<file path="config.mk">
export PLATFORM = sky130hd
export DESIGN_NAME = rmq_sqrt_pipe
export DESIGN_NICKNAME = d
export VERILOG_FILES = /design/src/hw/rtl/rmq_sqrt_pipe.sv
export SDC_FILE = /design/constraint.sdc
export NUM_CORES = 2
export LEC_CHECK = 0
export BUFFER_PORTS_ARGS = -buffer_cell sky130_fd_sc_hd__buf_2
export CORE_MARGIN = 10
export CORE_UTILIZATION = 69
export CTS_CLUSTER_DIAMETER = 60
export CTS_CLUSTER_SIZE = 28
export DETAILED_ROUTE_END_ITERATION = 8
export PLACE_DENSITY = 0.86
export SYNTH_ARGS = -nofsm -noshare
export SYNTH_HDL_FRONTEND = slang
export SYNTH_SLANG_ARGS = --single-unit
</file>
<file path="constraint.sdc">
create_clock -name clk_i -period 9.35 [get_ports clk_i]
set_clock_uncertainty 0.1 [all_clocks]
set_input_delay 2.3375 -clock clk_i [delete_from_list [all_inputs] [get_ports clk_i]]
set_output_delay 2.3375 -clock clk_i [all_outputs]
set_load 0.1 [all_outputs]
</file>
<file path="src/hw/rtl/rmq_sqrt_pipe.sv">
// Pipelined integer square root: one root bit per register stage.
// Standalone; the top level hands it widths and a sideband that rides along.
module rmq_sqrt_pipe #(
  parameter int RAD_W  = 62,
  parameter int SIDE_W = 1
) (
  input  logic                clk_i,
  input  logic                rst_ni,
  input  logic                en_i,
  input  logic                valid_i,
  input  logic [RAD_W-1:0]    rad_i,
  input  logic [SIDE_W-1:0]   side_i,
  output logic                valid_o,
  output logic [RAD_W/2-1:0]  root_o,
  output logic [SIDE_W-1:0]   side_o
);

  localparam int RootW = RAD_W / 2;
  localparam int RemW  = RootW + 2;

  logic                vld_q  [RootW];
  logic [RemW-1:0]     rem_q  [RootW];
  logic [RootW-1:0]    root_q [RootW];
  logic [RAD_W-1:0]    rad_q  [RootW];
  logic [SIDE_W-1:0]   side_q [RootW];

  for (genvar k = 0; k < RootW; k++) begin : g_stage
    logic              vld_in;
    logic [RemW-1:0]   rem_in;
    logic [RootW-1:0]  root_in;
    logic [RAD_W-1:0]  rad_in;
    logic [SIDE_W-1:0] side_in;
    logic [RemW-1:0]   rem_sh;
    logic [RemW-1:0]   trial;
    logic              take;
    logic [RemW-1:0]   rem_d;

    if (k == 0) begin : g_first
      assign vld_in  = valid_i;
      assign rem_in  = '0;
      assign root_in = '0;
      assign rad_in  = rad_i;
      assign side_in = side_i;
    end else begin : g_next
      assign vld_in  = vld_q[k-1];
      assign rem_in  = rem_q[k-1];
      assign root_in = root_q[k-1];
      assign rad_in  = rad_q[k-1];
      assign side_in = side_q[k-1];
    end

    // Bring down the next two radicand bits and try the next root bit.
    assign rem_sh = {rem_in[RemW-3:0], rad_in[RAD_W-1 -: 2]};
    assign trial  = {root_in, 2'b01};
    assign take   = (rem_sh >= trial);
    assign rem_d  = take ? (rem_sh - trial) : rem_sh;

    always_ff @(posedge clk_i or negedge rst_ni) begin
      if (!rst_ni) begin
        vld_q[k] <= 1'b0;
      end else if (en_i) begin
        vld_q[k] <= vld_in;
      end
    end

    always_ff @(posedge clk_i) begin
      if (en_i) begin
        rem_q[k]  <= rem_d;
        root_q[k] <= {root_in[RootW-2:0], take};
        rad_q[k]  <= {rad_in[RAD_W-3:0], 2'b00};
        side_q[k] <= side_in;
      end
    end
  end

  assign valid_o = vld_q[RootW-1];
  assign root_o  = root_q[RootW-1];
  assign side_o  = side_q[RootW-1];

endmodule

</file>
==> impl_metrics.json <==
{
  "drc_violations_left": 0,
  "antenna_found_initial": 0,
  "routed_wirelength_um": 222000,
  "setup_total_negative_slack_ps": 0,
  "synth-edff-count": 2344,
  "slew_at_the_pin_closest_to_its_max_slew_limit_ps": 1130,
  "yosys-top-cells-count": "sky130_fd_sc_hd__edfxtp_1, sky130_fd_sc_hd__inv_1, sky130_fd_sc_hd__a21oi_1, sky130_fd_sc_hd__nor2_1, sky130_fd_sc_hd__ha_1",
  "setup_viol": 0,
  "ioPinCount": 100,
  "multi_input_comb_area_um2": 35500,
  "timing.final.crit_share": 0.455,
  "proportion_of_layout_cells_with_a_drive_suffix_above_1": 0.0733,
  "status": "completed",
  "setup.worst_path.start_class": "register",
  "rsz0062_at_grt": "false",
  "ys_types": 97,
  "cts.root.buffer_cell": "sky130_fd_sc_hd__clkbuf_16",
  "synth_warnings": 0,
  "finish.cell_count_without_fillers": 10696,
  "vdd.ir_drop.worst_v": 0.000258,
  "yosys_most_used_dff": "sky130_fd_sc_hd__edfxtp_1",
  "path_buf_inv": 1,
  "routed_wire_length_per_instance_um": 20.7,
  "critPathKind": "register to output pin",
  "holdBufCountCts": 0,
  "io_buffer_count": 99,
  "synth_top_cells_by_area": "sky130_fd_sc_hd__edfxtp_1, sky130_fd_sc_hd__ha_1, sky130_fd_sc_hd__xnor2_1",
  "cts-buffers-inserted": 147,
  "cts_repair_resize_count": 0,
  "synth.cell_area_um2": 110000,
  "register_area_um2": 71200,
  "synth_area_per_cell_um2": 13.1,
  "cap_viol_max_count": 0,
  "timing.final.hold_violations": 0,
  "grt_pass1_wl_um": 351000,
  "cpPeakStageDelay_ps": 480,
  "die_w_um": 419,
  "post_synth_inst_count": 8370,
  "vias_per_cell": 6.19,
  "grt_pass1_vias": 65279,
  "syn_nets": 8965,
  "worstPathCellList": "buf_2",
  "postSynth.asyncResetShare": 0.0131,
  "layout-area-overhead-vs-synth_pct": 7.62,
  "clock_sinks": 2375,
  "grt_use_total": 0.250,
  "global_route.overflow_total": 0,
  "cp_data_required_time_ps": 6910,
  "worstPathMaxFanout": 1,
  "design.final.nets": 9100,
  "synth_most_common_cell": "sky130_fd_sc_hd__edfxtp_1",
  "crit_path_leading_delay_family": "flip-flops",
  "place_inst": 10428,
  "area_of_the_die_um2": 175000,
  "worst_skew_pair.late_latency_ps": 850,
  "drt.antenna.violating_nets": 0,
  "synthDominantCellAreaShare": 0.642,
  "slew_violations": 0,
  "site_row_count": 146,
  "die_y_extent_um": 419,
  "cp_data_arrival_time_ps": 1810,
  "p_total_mw": 28.3,
  "grt_max_degree": 210,
  "cts_tree": "yes",
  "start_util": 0.694,
  "drt_iter0_drc": 6288,
  "seq_area_frac_synth": 0.649,
  "cts_setup_buffers": 0,
  "minimum_clock_period_ps": 4250,
  "hold_path.class": "register to register",
  "vias": 66189,
  "finalWeightedCongestion": 0.920,
  "timing.max_slew.rel_slack": 0.245,
  "total_half_perimeter_wirelength_after_legalization_and_detailed_placement_um": 153000,
  "power_per_cell_area_nw_per_um2": 239,
  "power_leakage_nw": 45.4,
  "drtPass1Iterations": 7,
  "layout.filler_cells": 9491,
  "core-area_um2": 158000,
  "slowest_stage": "sky130_fd_sc_hd__edfxtp_1",
  "clock_path_buffers": 3,
  "critPathCaptureType": "output pin",
  "number_of_storage_elements_in_the_synthesis_netlist": 2375,
  "achievable-frequency_mhz": 235,
  "final_core_occ": 0.746,
  "synth_top_cell_by_area": "sky130_fd_sc_hd__edfxtp_1",
  "reg_clk_slew_reported_paths_ps": 100,
  "htree_depth": 4
}
-- cells in the final DEF, fill, tap and decap left out, types with 94 or more instances in the layout --
cell	instances
sky130_fd_sc_hd__o21a_1	112
sky130_fd_sc_hd__edfxtp_1	2344
sky130_fd_sc_hd__clkbuf_16	148
sky130_fd_sc_hd__nand2b_1	94
sky130_fd_sc_hd__a21o_1	222
sky130_fd_sc_hd__a21oi_1	547
sky130_fd_sc_hd__xor2_1	357
sky130_fd_sc_hd__nand4_1	99
sky130_fd_sc_hd__nand2_1	514
sky130_fd_sc_hd__ha_1	528
sky130_fd_sc_hd__buf_2	98
sky130_fd_sc_hd__inv_1	663
sky130_fd_sc_hd__o21ai_0	389
sky130_fd_sc_hd__nor3_1	220
sky130_fd_sc_hd__nor2_1	531
sky130_fd_sc_hd__nor4_1	112
sky130_fd_sc_hd__xnor2_1	384
sky130_fd_sc_hd__nand3_1	113
sky130_fd_sc_hd__mux2_2	147
-- flip-flops by register name, indices dropped and copies added (netlist names) --
signal	count
g_stage.vld_in	30
rad_q	930
rem_q	887
root_q	496
side_q	31
valid_o	1
-- power breakdown --
group,internal [mW],switching (mW),total (mW)
Sequential,13.5,0.949,14.5
Combinational,2.75,3.79,6.54
Clock,3.45,3.83,7.28
-- worst paths after layout --
check	startpoint	end	slack, ps	cells past startpoint
max reg2reg	rem_q[13][0]	rem_q[14][26]	5110	10
min	rad_q[13][39]	rad_q[14][41]	290	0
max	side_q[30]	side_o	5100	1
min in group asynchronous	rst_ni	g_stage[25].vld_in	1440	1
max in group asynchronous	rst_ni	g_stage[22].vld_in	7280	1
min reg2reg	rad_q[13][39]	rad_q[14][41]	290	0
-- cell families (layout without fill, tap and decap cells) --
logic type | after synthesis | after routing | synth area share
adders and majority gates | 528 | 528 | 0.0602
AOI/OAI and AO/OA | 1651 | 1651 | 0.0932
xor gates and xnor gates | 741 | 741 | 0.0591
buffers and inverters | 823 | 1076 | 0.0284
muxes | 153 | 153 | 0.0156
and+or+nand+nor | 2098 | 2098 | 0.0948
other | 1 | 2 | 0.0000342
DFF | 2375 | 2375 | 0.649
-- metal layers --
| layer | vias to the layer above | share of wire | global-route usage |
|---|---|---|---|
| met5 | - | 0 | 0 |
| met4 | 0 | 0.040 | 0.0945 |
| met3 | 498 | 0.052 | 0.0312 |
| met2 | 2287 | 0.51 | 0.439 |
| met1 | 32217 | 0.40 | 0.319 |
| li1 | 31187 | - | - |
-- cell type report --
type                            count  share of cell area
Sequential cell                  2375               0.603
Multi-Input combinational cell   5172               0.301
Clock buffer                      153              0.0315
Tap cell                         2072              0.0220
Inverter                          665              0.0211
Clock inverter                    114              0.0134
Timing Repair Buffer              144             0.00867
Antenna cell                        1           0.0000212
-- per-stage QoR --
stage | hold slack, ps | instance area [um^2] | setup WS [ps]
2_1_floorplan | 300 | 110000 | 5930
3_3_place_gp | 300 | 113000 | 4520
3_5_place_dp | 305 | 113000 | 4440
4_1_cts | 292 | 118000 | 5020
5_1_grt | 301 | 118000 | 4910
6_report | 291 | 118000 | 5100
No activity file was read; power rests on OpenSTA's default activity.
